**src/rtl/core/mmr_pkg.sv**
```systemverilog
// Shared types and constants for the coprocessor host register window.
package mmr_pkg;

	// Request commands
	localparam logic [1:0] CMD_READ  = 2'd0;
	localparam logic [1:0] CMD_WRITE = 2'd1;
	localparam logic [1:0] CMD_HALT  = 2'd2;

	// Address blocks within the 10-bit window
	localparam logic [4:0] CTL_BLOCK = 5'b11010; // 0x340-0x35F
	localparam logic [4:0] VEC_BLOCK = 5'b11011; // 0x360-0x37F
	localparam logic [2:0] GPR_BLOCK = 3'b111;   // 0x380-0x3FF, both mirrors
	localparam logic [5:0] GPR_LIMIT = 6'd48;    // 16 regs x 3 byte lanes

	// Status byte values
	localparam logic [7:0] STATUS_RUN  = 8'h40;
	localparam logic [7:0] STATUS_HALT = 8'h02;

	// Write masks
	localparam logic [7:0] CTL_C_MASK = 8'h77;

	// Decoded register selection
	typedef enum logic [3:0] {
		SEL_NONE,
		SEL_DMA_SRC,
		SEL_DMA_LEN,
		SEL_DMA_DST,
		SEL_CTL_A,
		SEL_PROG,
		SEL_CTL_B,
		SEL_PAGE,
		SEL_PC,
		SEL_CTL_C,
		SEL_CTL_D,
		SEL_CTL_E,
		SEL_STATUS,
		SEL_VEC,
		SEL_GPR
	} sel_t;

	typedef struct packed {
		sel_t       sel;
		logic [1:0] lane;
		logic [3:0] gpr_idx;
		logic [4:0] vec_idx;
	} dec_t;

	typedef struct packed {
		logic [1:0] cmd;
		logic [9:0] offset;
		logic [7:0] wdata;
	} req_t;

	typedef struct packed {
		logic [7:0]  rdata;
		logic        dma_request;
		logic        run_start;
		logic [22:0] start_pc;
		logic        running;
	} rsp_t;

endpackage

```
**src/rtl/core/coprocessor_mmio_register_file.sv**
```systemverilog
// Top level of the coprocessor host register window.
// A request is held in the input register, decoded, and its result is held in the result register.
// Throughput: one request every cycle; busy stays low, as each request is a single decode.
// The result is shown for one cycle with done and cannot be held off.
// Reset (arst_n low): all window registers, vector table and general registers clear,
// the core reads as halted.
module coprocessor_mmio_register_file (
	input  logic          clk,
	input  logic          arst_n,
	input  logic          start,
	output logic          busy,
	input  mmr_pkg::req_t req,
	output logic          done,
	output mmr_pkg::rsp_t rsp
);

	logic          valid_s1;
	mmr_pkg::req_t req_s1;
	mmr_pkg::dec_t dec;

	assign busy = 1'b0;

	// Input register
	always_ff @(posedge clk or negedge arst_n) begin
		if (!arst_n) begin
			valid_s1 <= 1'b0;
		end else begin
			valid_s1 <= start && !busy;
		end
	end

	always_ff @(posedge clk) begin
		if (start && !busy) begin
			req_s1 <= req;
		end
	end

	// Offset decode
	mmr_decode u_decode (
		.offset (req_s1.offset),
		.dec    (dec)
	);

	// State, read mux and result register
	mmr_regs u_regs (
		.clk      (clk),
		.arst_n   (arst_n),
		.valid_s1 (valid_s1),
		.req_s1   (req_s1),
		.dec      (dec),
		.done     (done),
		.rsp      (rsp)
	);

endmodule

```
**src/rtl/core/mmr_decode.sv**
```systemverilog
// Offset decoder: maps a window offset to a register, byte lane and index.
module mmr_decode (
	input  logic [9:0]    offset,
	output mmr_pkg::dec_t dec
);

	logic [5:0]  lo;
	logic [11:0] prod;
	logic [3:0]  idx;
	logic [5:0]  lane_full;

	// General register index is lo/3 via reciprocal 43/128, exact for lo < 48
	assign lo        = offset[5:0];
	assign prod      = 12'(lo) * 12'd43;
	assign idx       = prod[10:7];
	assign lane_full = lo - 6'({2'b00, idx} * 6'd3);

	// Region and lane decode
	always_comb begin
		dec.sel     = mmr_pkg::SEL_NONE;
		dec.lane    = 2'd0;
		dec.gpr_idx = idx;
		dec.vec_idx = offset[4:0];
		if (offset[9:5] == mmr_pkg::CTL_BLOCK) begin
			unique case (offset[4:0])
				5'h00, 5'h01, 5'h02: begin
					dec.sel  = mmr_pkg::SEL_DMA_SRC;
					dec.lane = offset[1:0];
				end
				5'h03, 5'h04: begin
					dec.sel  = mmr_pkg::SEL_DMA_LEN;
					dec.lane = 2'(offset[4:0] - 5'h03);
				end
				5'h05, 5'h06, 5'h07: begin
					dec.sel  = mmr_pkg::SEL_DMA_DST;
					dec.lane = 2'(offset[4:0] - 5'h05);
				end
				5'h08: dec.sel = mmr_pkg::SEL_CTL_A;
				5'h09, 5'h0A, 5'h0B: begin
					dec.sel  = mmr_pkg::SEL_PROG;
					dec.lane = 2'(offset[4:0] - 5'h09);
				end
				5'h0C: dec.sel = mmr_pkg::SEL_CTL_B;
				5'h0D, 5'h0E: begin
					dec.sel  = mmr_pkg::SEL_PAGE;
					dec.lane = 2'(offset[4:0] - 5'h0D);
				end
				5'h0F: dec.sel = mmr_pkg::SEL_PC;
				5'h10: dec.sel = mmr_pkg::SEL_CTL_C;
				5'h11: dec.sel = mmr_pkg::SEL_CTL_D;
				5'h12: dec.sel = mmr_pkg::SEL_CTL_E;
				default: dec.sel = mmr_pkg::SEL_STATUS;
			endcase
		end else if (offset[9:5] == mmr_pkg::VEC_BLOCK) begin
			dec.sel = mmr_pkg::SEL_VEC;
		end else if (offset[9:7] == mmr_pkg::GPR_BLOCK && lo < mmr_pkg::GPR_LIMIT) begin
			dec.sel  = mmr_pkg::SEL_GPR;
			dec.lane = lane_full[1:0];
		end
	end

endmodule

```
**src/rtl/core/mmr_regs.sv**
```systemverilog
// Register state, read mux and result register of the host window.
module mmr_regs (
	input  logic          clk,
	input  logic          arst_n,
	input  logic          valid_s1,
	input  mmr_pkg::req_t req_s1,
	input  mmr_pkg::dec_t dec,
	output logic          done,
	output mmr_pkg::rsp_t rsp
);

	logic [23:0] dma_src_q;
	logic [15:0] dma_len_q;
	logic [23:0] dma_dst_q;
	logic [23:0] prog_base_q;
	logic [14:0] page_reg_q;
	logic [7:0]  pc_byte_q;
	logic        ctl_a_q;
	logic [1:0]  ctl_b_q;
	logic [7:0]  ctl_c_q;
	logic        ctl_d_q;
	logic        ctl_e_q;
	logic [7:0]  vec_q [32];
	logic [23:0] gpr_q [16];
	logic        halted_q;

	logic          is_rd;
	logic          is_wr;
	logic          is_halt;
	logic [7:0]    d;
	logic [23:0]   gpr_word;
	logic [7:0]    rd_byte;
	logic          halted_next;
	logic          pc_release;
	mmr_pkg::rsp_t rsp_c;
	mmr_pkg::rsp_t rsp_q;
	logic          done_q;

	assign is_rd   = valid_s1 && req_s1.cmd == mmr_pkg::CMD_READ;
	assign is_wr   = valid_s1 && req_s1.cmd == mmr_pkg::CMD_WRITE;
	assign is_halt = valid_s1 && req_s1.cmd == mmr_pkg::CMD_HALT;
	assign d       = req_s1.wdata;

	// Replace one byte lane of a 24-bit word
	function automatic logic [23:0] put_lane(logic [23:0] w, logic [1:0] lane,
		logic [7:0] b);
		logic [23:0] r;
		r = w;
		case (lane)
			2'd0:    r[7:0]   = b;
			2'd1:    r[15:8]  = b;
			default: r[23:16] = b;
		endcase
		return r;
	endfunction

	// Pick one byte lane of a 24-bit word
	function automatic logic [7:0] get_lane(logic [23:0] w, logic [1:0] lane);
		logic [7:0] r;
		case (lane)
			2'd0:    r = w[7:0];
			2'd1:    r = w[15:8];
			default: r = w[23:16];
		endcase
		return r;
	endfunction

	assign gpr_word = gpr_q[dec.gpr_idx];

	// Read mux
	always_comb begin
		unique case (dec.sel)
			mmr_pkg::SEL_DMA_SRC: rd_byte = get_lane(dma_src_q, dec.lane);
			mmr_pkg::SEL_DMA_LEN: rd_byte = dec.lane[0] ? dma_len_q[15:8] : dma_len_q[7:0];
			mmr_pkg::SEL_DMA_DST: rd_byte = get_lane(dma_dst_q, dec.lane);
			mmr_pkg::SEL_CTL_A:   rd_byte = {7'd0, ctl_a_q};
			mmr_pkg::SEL_PROG:    rd_byte = get_lane(prog_base_q, dec.lane);
			mmr_pkg::SEL_CTL_B:   rd_byte = {6'd0, ctl_b_q};
			mmr_pkg::SEL_PAGE:
				rd_byte = dec.lane[0] ? {1'b0, page_reg_q[14:8]} : page_reg_q[7:0];
			mmr_pkg::SEL_PC:      rd_byte = pc_byte_q;
			mmr_pkg::SEL_CTL_C:   rd_byte = ctl_c_q;
			mmr_pkg::SEL_CTL_D:   rd_byte = {7'd0, ctl_d_q};
			mmr_pkg::SEL_CTL_E:   rd_byte = {7'd0, ctl_e_q};
			mmr_pkg::SEL_STATUS:
				rd_byte = halted_q ? mmr_pkg::STATUS_HALT : mmr_pkg::STATUS_RUN;
			mmr_pkg::SEL_VEC:     rd_byte = vec_q[dec.vec_idx];
			mmr_pkg::SEL_GPR:     rd_byte = get_lane(gpr_word, dec.lane);
			default:              rd_byte = 8'd0;
		endcase
	end

	// Run control and result
	always_comb begin
		pc_release  = is_wr && dec.sel == mmr_pkg::SEL_PC && halted_q;
		halted_next = halted_q;
		if (is_halt) begin
			halted_next = 1'b1;
		end else if (pc_release) begin
			halted_next = 1'b0;
		end
		rsp_c.rdata       = is_rd ? rd_byte : 8'd0;
		rsp_c.dma_request = is_wr && dec.sel == mmr_pkg::SEL_DMA_DST && dec.lane == 2'd2
			&& halted_q;
		rsp_c.run_start   = pc_release;
		rsp_c.start_pc    = pc_release ? {page_reg_q, d} : 23'd0;
		rsp_c.running     = !halted_next;
	end

	// Register state update
	always_ff @(posedge clk or negedge arst_n) begin
		if (!arst_n) begin
			dma_src_q   <= '0;
			dma_len_q   <= '0;
			dma_dst_q   <= '0;
			prog_base_q <= '0;
			page_reg_q  <= '0;
			pc_byte_q   <= '0;
			ctl_a_q     <= 1'b0;
			ctl_b_q     <= '0;
			ctl_c_q     <= '0;
			ctl_d_q     <= 1'b0;
			ctl_e_q     <= 1'b0;
			halted_q    <= 1'b1;
			for (int i = 0; i < 32; i++) begin
				vec_q[i] <= '0;
			end
			for (int i = 0; i < 16; i++) begin
				gpr_q[i] <= '0;
			end
		end else begin
			halted_q <= halted_next;
			if (is_wr) begin
				unique case (dec.sel)
					mmr_pkg::SEL_DMA_SRC: dma_src_q <= put_lane(dma_src_q, dec.lane, d);
					mmr_pkg::SEL_DMA_LEN: begin
						if (dec.lane[0]) begin
							dma_len_q[15:8] <= d;
						end else begin
							dma_len_q[7:0] <= d;
						end
					end
					mmr_pkg::SEL_DMA_DST: dma_dst_q <= put_lane(dma_dst_q, dec.lane, d);
					mmr_pkg::SEL_CTL_A:   ctl_a_q <= d[0];
					mmr_pkg::SEL_PROG:    prog_base_q <= put_lane(prog_base_q, dec.lane, d);
					mmr_pkg::SEL_CTL_B:   ctl_b_q <= d[1:0];
					mmr_pkg::SEL_PAGE: begin
						if (dec.lane[0]) begin
							page_reg_q[14:8] <= d[6:0];
						end else begin
							page_reg_q[7:0] <= d;
						end
					end
					mmr_pkg::SEL_PC:      pc_byte_q <= d;
					mmr_pkg::SEL_CTL_C:   ctl_c_q <= d & mmr_pkg::CTL_C_MASK;
					mmr_pkg::SEL_CTL_D:   ctl_d_q <= d[0];
					mmr_pkg::SEL_CTL_E:   ctl_e_q <= d[0];
					mmr_pkg::SEL_VEC:     vec_q[dec.vec_idx] <= d;
					mmr_pkg::SEL_GPR:
						gpr_q[dec.gpr_idx] <= put_lane(gpr_word, dec.lane, d);
					default: ;
				endcase
			end
		end
	end

	// Result register
	always_ff @(posedge clk or negedge arst_n) begin
		if (!arst_n) begin
			done_q <= 1'b0;
		end else begin
			done_q <= valid_s1;
		end
	end

	always_ff @(posedge clk) begin
		rsp_q <= rsp_c;
	end

	assign done = done_q;
	assign rsp  = rsp_q;

`ifndef SYNTHESIS
	a_start_runs: assert property (@(posedge clk) disable iff (!arst_n)
		done_q && rsp_q.run_start |-> rsp_q.running && !halted_q)
		else $error("run_start reported without the core running");

	a_pulse_excl: assert property (@(posedge clk) disable iff (!arst_n)
		done_q |-> !(rsp_q.dma_request && rsp_q.run_start))
		else $error("dma_request and run_start in one result");

	a_pc_idle: assert property (@(posedge clk) disable iff (!arst_n)
		done_q && !rsp_q.run_start |-> rsp_q.start_pc == 23'd0)
		else $error("start_pc set without run_start");

	a_dreq_halted: assert property (@(posedge clk) disable iff (!arst_n)
		valid_s1 |=> !rsp_q.dma_request || $past(halted_q))
		else $error("dma_request raised while running");
`endif

endmodule

```
**config.mk**
```make
export PLATFORM = sky130hd
export DESIGN_NAME = coprocessor_mmio_register_file
export DESIGN_NICKNAME = d
export VERILOG_FILES = /design/src/rtl/core/mmr_pkg.sv /design/src/rtl/core/coprocessor_mmio_register_file.sv /design/src/rtl/core/mmr_decode.sv /design/src/rtl/core/mmr_regs.sv
export SDC_FILE = /design/constraint.sdc
export NUM_CORES = 1
export LEC_CHECK = 0
export ABC_AREA = 1
export BUFFER_PORTS_ARGS = -buffer_cell sky130_fd_sc_hd__buf_2
export CAP_MARGIN = 20
export CORE_MARGIN = 10
export CORE_UTILIZATION = 65
export CTS_BUF_LIST = sky130_fd_sc_hd__clkbuf_2
export CTS_CLUSTER_SIZE = 20
export DETAILED_ROUTE_END_ITERATION = 10
export PLACE_DENSITY_LB_ADDON = 0.1
export SLEW_MARGIN = 20
export SYNTH_ARGS = -nofsm -noshare
export SYNTH_HDL_FRONTEND = slang
export SYNTH_SLANG_ARGS = --single-unit
```
**constraint.sdc**
```tcl
create_clock -name clk -period 6.85 [get_ports clk]
set_input_delay 0.3425 -clock clk [delete_from_list [all_inputs] [get_ports clk]]
set_output_delay 0.3425 -clock clk [all_outputs]
set_load 0.05 [all_outputs]
```
**Yosys cells after proc, flatten, opt, wreduce, memory -nomap -nowiden**

Index checks and enable logic that the tools add are counted.

- Add/subtract/negate cells: 5
- Multiply operators: 2
- Order comparisons: 5
- Equality and inequality tests: 39
- Muxes and demuxes: 37
- Bitwise operators: 4
- Reductions and logical operators: 42

Operators with widths:

| kind | count |
|---|---|
| $bwmux W384 | 1 |
| $bwmux W256 | 1 |
| $mux W8 | 14 |
| $pmux W8 S14 | 1 |
| $bmux W24 S4 | 1 |
| $demux W24 S4 | 1 |
| $mux W24 | 3 |
| $pmux W8 S2 | 4 |
| $pmux W4 S11 | 1 |
| $bmux W8 S5 | 1 |
| $demux W8 S5 | 1 |
| $eq A5 B4 Y1 const B | 8 |
| $reduce_and A3 Y1 | 13 |
| $eq A4 B4 Y1 const B | 7 |
| $eq A5 B5 Y1 const B | 5 |
| $eq A5 B3 Y1 const B | 4 |
| $eq A4 B3 Y1 const B | 4 |
| $reduce_and A2 Y1 | 8 |
| $mux W6 | 2 |
| $logic_and A1 B1 Y1 | 11 |
| $mul A6 B6 Y11 const B | 1 |
| $eq A5 B2 Y1 const B | 2 |
| $pmux W2 S5 | 1 |
| $reduce_or A3 Y1 | 3 |
| 26 further kinds | 36 |

- Bits in registers: 819
- Input bits: 23
- Output and inout port bits: 36
- Logic and storage cells: 212

**Depth between registers and ports, before layout**

- Depth in word-level cells: 12
- Gate-level depth with buffers: 33
- Gate-level depth less buffers: 28

**Cells and area by module**

A second synthesis with hierarchy kept.

- Cell total of the unflattened synthesis: 5147
- Area total of the unflattened synthesis: 38957.4 sq um

By module, submodules not included:

| module | instances | cells an instance | area an instance (sq um) | sequential area each (sq um) |
|---|---|---|---|---|
| mmr_regs | 1 | 4976 | 37342.1 | 19800.2 |
| mmr_decode | 1 | 148 | 978.4 | 0.0 |
| coprocessor_mmio_register_file | 1 | 23 | 636.9 | 625.6 |

**Least setup slack after synthesis**

OpenSTA, ideal clock, no wires.

- Path kind: register to register
- Start point: reg req_s1[11] (netlist name)
- End point: reg u_regs.gpr_q[111] in the netlist's numbering
- Setup time: 134 ps
- Arrival: 5319 ps
- Data required time: 6716 ps
- Slack: 1397 ps
- Cell stages (with the launch flop): 27
- Buffers on the path: 5
- Clock period less this slack: 5453 ps
- Path through: edfxtp_1 > inv_1 > clkbuf_1 > ha_1 > ha_1 > fa_1 > ha_1 > nand3_1 > o21bai_1 > nand2_1 > nand2_1 > nand2_1 > nand2_1 > inv_2 > buf_2 > buf_2 > ha_1 > inv_1 > ha_1 > nor2_1 > xnor2_1 > o21ai_4 > nor2_8 > buf_4 > o31ai_4 > buf_4 > o21ai_0

- Longest elaborated chain between the ends: 11
- Elaborated cells on any way between the ends: 51
- Classes of those cells: 1 x add/sub; 2 x mul; 3 x order compare; 20 x eq/ne; 15 x mux; 1 x bitwise; 9 x reduce/logical

RTL lines:

| item | line | source |
|---|---|---|
| $mul A6 B6 Y11 | mmr_decode.sv:14 | `assign prod = 12'(lo) * 12'd43;` |
| $mul A4 B2 Y2 | mmr_decode.sv:16 | `assign lane_full = lo - 6'({2'b00, idx} * 6'd3);` |
| $sub A2 B2 Y2 | mmr_decode.sv:16 |  |
| $mux W6 | mmr_decode.sv:56 | `end else if (offset[9:7] == mmr_pkg::GPR_BLOCK && lo < mmr_pkg::GPR_LIMIT) begin` |
| $mux W2 | mmr_decode.sv:54 | `end else if (offset[9:5] == mmr_pkg::VEC_BLOCK) begin` |
| $mux W6 | mmr_decode.sv:24 | `if (offset[9:5] == mmr_pkg::CTL_BLOCK) begin` |
| $eq A2 B1 Y1 | mmr_regs.sv:49 | `case (lane)` |
| $mux W8 | mmr_regs.sv:49 |  |
| $mux W8 | mmr_regs.sv:134 | `unique case (dec.sel)` |
| $mux W8 | mmr_regs.sv:133 | `if (is_wr) begin` |
| $bwmux W384 | mmr_regs.sv:160 | `gpr_q[dec.gpr_idx] <= put_lane(gpr_word, dec.lane, d);` |
| to (signal, indexed assignment) | mmr_regs.sv:160 |  |
| to (decl) | mmr_regs.sv:24 | `logic [23:0] gpr_q [16];` |

Several ways; a longest one is shown, not always the timed one. The select of a mux whose other input is x is not followed.
A chain may end at the register's enable or synchronous reset.

**Worst setup path in the final report**

- Start point: reg req_s1[10] (netlist name)
- End point: reg u_regs.dma_src_q[12]

- Longest elaborated chain between the ends: 8
- Elaborated cells on any way between the ends: 38
- Classes of those cells: 1 x add/sub; 2 x mul; 1 x order compare; 20 x eq/ne; 6 x mux; 8 x reduce/logical

RTL lines:

| item | line | source |
|---|---|---|
| $mul A6 B6 Y11 | mmr_decode.sv:14 |  |
| $mul A4 B2 Y2 | mmr_decode.sv:16 |  |
| $sub A2 B2 Y2 | mmr_decode.sv:16 |  |
| $mux W6 | mmr_decode.sv:56 |  |
| $mux W2 | mmr_decode.sv:54 |  |
| $mux W6 (*) | mmr_decode.sv:24 |  |
| $eq A2 B1 Y1 | mmr_regs.sv:49 |  |
| $reduce_and A3 Y1 (no line) (*) | - |  |
| to (signal assigned) | mmr_regs.sv:135 | `mmr_pkg::SEL_DMA_SRC: dma_src_q <= put_lane(dma_src_q, dec.lane, d);` |
| to (decl) | mmr_regs.sv:12 | `logic [23:0] dma_src_q;` |

Every way passes the cells marked *; elsewhere a longest branch is shown, timed or not.

==> flow_results.xml <==
<?xml version="1.0" encoding="UTF-8"?>
<metrics>
  <group name="cts">
    <metric name="worst_setup_hold_path_clk_slew" unit="ns">0.11</metric>
    <metric name="cts_inserted_buffers" unit="">204</metric>
    <metric name="worst_skew_late_latency" unit="ns">1.53</metric>
    <metric name="clock-root-buffer" unit="">clkbuf_2</metric>
    <metric name="cts.sinks" unit="">819</metric>
    <metric name="clock_tree.htree_level_count" unit="">4</metric>
    <metric name="post-cts-setup-buffers" unit="">0</metric>
    <metric name="cts_tree" unit="">done</metric>
    <metric name="bufs_on_longest_clock_path" unit="">3</metric>
    <metric name="cts-resized-gates" unit="">0</metric>
    <metric name="cts_hold_buffers" unit="">46</metric>
  </group>
  <group name="sta">
    <metric name="hold_violations_final" unit="">0</metric>
    <metric name="timing.clock.skew" unit="ns">0.0876</metric>
    <metric name="final.period_utilization" unit="">0.890</metric>
    <metric name="max_freq" unit="GHz">0.164</metric>
    <metric name="timing.final.crit_period" unit="ns">6.10</metric>
    <metric name="slew_headroom" unit="">0.0762</metric>
    <metric name="rsz0062_at_grt" unit="">false</metric>
    <metric name="tightestPinTransition" unit="ns">1.39</metric>
    <metric name="setup_total_negative_slack" unit="ns">0</metric>
    <metric name="setup_violations" unit="">0</metric>
    <metric name="finalMaxSlewViolations" unit="">0</metric>
    <metric name="whs" unit="ns">0.0938</metric>
  </group>
  <group name="setup_path">
    <metric name="critPathRequiredTime" unit="ns">8.19</metric>
    <metric name="r2r_slack" unit="ns">0.75</metric>
    <metric name="cell_type_with_the_highest_occurrence_count_on_the_critical_path" unit="">ha_1</metric>
    <metric name="end_kind" unit="">register</metric>
    <metric name="timing.critical_path.max_delay_family" unit="">adder cells</metric>
    <metric name="crit_start_category" unit="">register</metric>
    <metric name="cp_max_fo" unit="">40</metric>
    <metric name="path_class" unit="">reg2reg</metric>
    <metric name="critical_path.max_stage_delay" unit="ns">0.64</metric>
    <metric name="critPathBufInv" unit="">5</metric>
    <metric name="crit_chain" unit="">ha_1 &gt; inv_1 &gt; fa_1 &gt; inv_1 &gt; fa_1 &gt; ha_1 &gt; a21oi_1 &gt; nand2_1 &gt; nand2_4 &gt; nand2_4 &gt; inv_2 &gt; ha_1 &gt; inv_1 &gt; ha_1 &gt; nand2_1 &gt; nand3_1 &gt; nand2_1 &gt; inv_2 &gt; nor2_8 &gt; nand3_1 &gt; o21ai_0</metric>
    <metric name="cp_data_arrival_time" unit="ns">7.44</metric>
    <metric name="critical-path-slowest-cell" unit="">nor2_8</metric>
  </group>
  <group name="synth">
    <metric name="synth_cell_types" unit="">48</metric>
    <metric name="yosys_warnings" unit="">0</metric>
    <metric name="netlist.top_cell.by_area" unit="">dfrtp_1</metric>
    <metric name="postSynthCellCount" unit="">4745</metric>
    <metric name="ys_seq_elements" unit="">819</metric>
    <metric name="postSynth.topFlopCell" unit="">dfrtp_1</metric>
    <metric name="synthTopCellsByArea" unit="">dfrtp_1 (50%), nand2_1 (18%), o21ai_0 (5.6%)</metric>
    <metric name="edff_count_synth" unit="">20</metric>
    <metric name="synth-seq-area-share" unit="">0.531</metric>
    <metric name="syn_nets" unit="">4810</metric>
    <metric name="asyncSetResetFlopFracSynth" unit="">0.934</metric>
    <metric name="syn-cell-area" unit="sq mm">0.0385</metric>
    <metric name="syn_avg_cell_area" unit="sq um">8.11</metric>
    <metric name="yosys.area.top_type_share" unit="">0.497</metric>
  </group>
  <group name="final_layout">
    <metric name="final_nets" unit="">4833</metric>
    <metric name="areaGrowthSynthToFinish" unit="%">7.04</metric>
    <metric name="fraction_of_final_layout_cells_sized_beyond_drive_strength_1" unit="">0.126</metric>
    <metric name="design_area" unit="sq mm">0.0412</metric>
  </group>
  <group name="pwr">
    <metric name="irDropWorstVdd" unit="uV">625</metric>
    <metric name="post-layout-total-power" unit="uW">12200</metric>
    <metric name="p_per_cell_area" unit="mW/mm^2">295</metric>
    <metric name="static-leakage-power" unit="uW">0.0203</metric>
  </group>
  <group name="route">
    <metric name="detail_route.first_pass.iterations" unit="">6</metric>
    <metric name="vias" unit="">33000</metric>
    <metric name="drt-total-wl" unit="um">107000</metric>
    <metric name="vias_per_cell" unit="">5.80</metric>
    <metric name="drt_iter0_drc" unit="">3470</metric>
    <metric name="drtAntennaViolNets" unit="">0</metric>
    <metric name="number_of_remaining_drc_errors" unit="">0</metric>
    <metric name="wl_per_cell" unit="um">18.9</metric>
  </group>
  <group name="grt">
    <metric name="global_route.usage.met3" unit="">0.0544</metric>
    <metric name="antenna_violations_before_repair" unit="">4</metric>
    <metric name="grt_first_pass_wirelength" unit="um">173000</metric>
    <metric name="pin_count_of_the_biggest_net_entering_global_routing" unit="">188</metric>
    <metric name="grtUsageTotal" unit="">0.308</metric>
    <metric name="number_of_global_route_vias_before_repair" unit="">31400</metric>
    <metric name="grt_use_met1" unit="">0.411</metric>
    <metric name="grt.busiest_layer" unit="">met2</metric>
    <metric name="global_route.usage.met2" unit="">0.486</metric>
    <metric name="grt_overflow" unit="">0</metric>
  </group>
  <group name="floorplan">
    <metric name="start_util" unit="">0.655</metric>
    <metric name="die_y" unit="um">263</metric>
    <metric name="die_w" unit="um">263</metric>
    <metric name="io_pins" unit="">59</metric>
    <metric name="design.core.area" unit="sq mm">0.0588</metric>
    <metric name="rows" unit="">89</metric>
    <metric name="dieArea" unit="sq mm">0.0693</metric>
  </group>
  <group name="run">
    <metric name="drv_cap" unit="">0</metric>
  </group>
  <group name="hold_path">
    <metric name="hp-class" unit="">in2reg</metric>
  </group>
  <group name="status">
    <metric name="status" unit="">completed</metric>
  </group>
  <group name="placed_design">
    <metric name="place_area" unit="sq mm">0.0387</metric>
    <metric name="final_estimated_routing_congestion_in_global_placement" unit="">0.858</metric>
    <metric name="port-buffer-count" unit="">57</metric>
    <metric name="detailedPlacementHpwl" unit="um">60600</metric>
  </group>
</metrics>
==> power by group <==
group | switching (uW) | internal (uW) | total, uW
registers | 111 | 5040 | 5150
logic | 2740 | 776 | 3520
clock network | 1990 | 1480 | 3480
==> sequential cells by signal, summed over array words and instances (netlist names), 2 cells and up <==
register / count
u_regs.gpr_q: 384
u_regs.vec_q: 256
u_regs.rsp: 34
u_regs.dma_dst_q: 24
u_regs.dma_src_q: 24
u_regs.prog_base_q: 24
req_s1: 20
u_regs.dma_len_q: 16
u_regs.page_reg_q: 15
u_regs.pc_byte_q: 8
u_regs.ctl_c_q: 6
u_regs.ctl_b_q: 2
==> stage by stage <==
step,utilization,setup WS (ns),instances
detailed placement,0.659,0.826,5288
CTS,0.699,0.783,5678
global route,0.701,0.283,5685
global placement,0.658,0.900,5288
floorplan,-,1.40,4745
finish,0.701,0.754,5686
==> cell type report <==
type,count,area (sq um)
Sequential cell,819,20400
Fill cell,4902,17600
Multi-Input combinational cell,3479,16200
Clock buffer,307,1540
Timing Repair Buffer,159,1280
Tap cell,773,967
Inverter,105,397
Clock inverter,37,375
Antenna cell,7,17.5
==> logic make-up after synthesis <==
family                   Yosys count  share of synthesized area
AND/OR/NAND/NOR                 2469                      0.263
XOR/XNOR                           4                   0.000910
AO/OA/AOI/OAI                    963                      0.140
buffers and inverters            447                     0.0514
other                              1                  0.0000974
flip-flops                       819                      0.531
adder cells (fa/ha/maj)           42                     0.0144
==> worst register-to-register path: cells and delay by family, from the launching register on <==
kind | cells | cell delay [ns]
AND/OR/NAND/NOR | 8 | 2.02
flip-flops | 1 | 0.56
buffers and inverters | 5 | 0.68
adder cells (fa/ha/maj) | 6 | 2.05
AO/OA/AOI/OAI | 2 | 0.66
==> placed cells by master (no fill, tap or decap), types with 5 or more instances in the layout <==
cell type	netlist	final
diode_2	0	7
buf_4	47	50
o21ai_1	396	396
nor3_1	8	8
nand2_4	1	13
clkbuf_2	0	307
o211ai_1	18	18
buf_2	80	56
inv_2	8	17
clkinv_1	1	20
buf_12	0	5
a21oi_1	23	23
bufinv_16	0	8
or2_2	54	54
nand3b_1	9	9
nand2_1	1830	1812
inv_1	95	88
ha_1	38	38
dfrtp_1	764	764
o2111ai_1	25	25
nor2_8	6	6
nor2_2	8	8
o21ai_2	6	6
nand4_1	10	10
o31ai_4	18	18
dfxtp_1	34	34
nor2_1	206	206
nand2_2	43	49
edfxtp_1	20	20
o21ai_0	432	432
o22ai_1	26	26
dlygate4sd3_1	0	44
nand3_1	286	285
o22a_1	8	8
==> worst paths after layout <==
path | from | end | cells after the start
worst max-delay path | req_s1[10] | u_regs.dma_src_q[12] | 21
worst max register to register | req_s1[10] | u_regs.dma_src_q[12] | 21
min in group asynchronous | arst_n | u_regs.vec_q[50] | 4
max in group asynchronous | arst_n | u_regs.gpr_q[257] | 4
worst min register to register | u_regs.gpr_q[135] | u_regs.gpr_q[135] | 2
worst min-delay path | req[18] | req_s1[18] | 3
==> metal layers <==
metal / wire length (um) / vias to the layer above
met5: 0 / -
met4: 3960 / 0
met1: 45200 / 15600
met3: 8870 / 265
li1: - / 15600
met2: 49400 / 1506
==> cell usage after synthesis (all sizes together), types with 2 or more instances <==
master / count
nand2: 1874
o21ai: 835
dfrtp: 764
nand3: 288
nor2: 224
clkbuf: 193
buf: 149
inv: 104
or2: 54
ha: 38
dfxtp: 34
o22ai: 26
o2111ai: 25
a21oi: 23
edfxtp: 20
o211ai: 18
o31ai: 18
nand4: 10
nand3b: 9
nor3: 8
o22a: 8
fa: 4
a22oi: 3
o21bai: 3
xnor2: 3
and3: 2
Power figures use the tool's default switching activity.
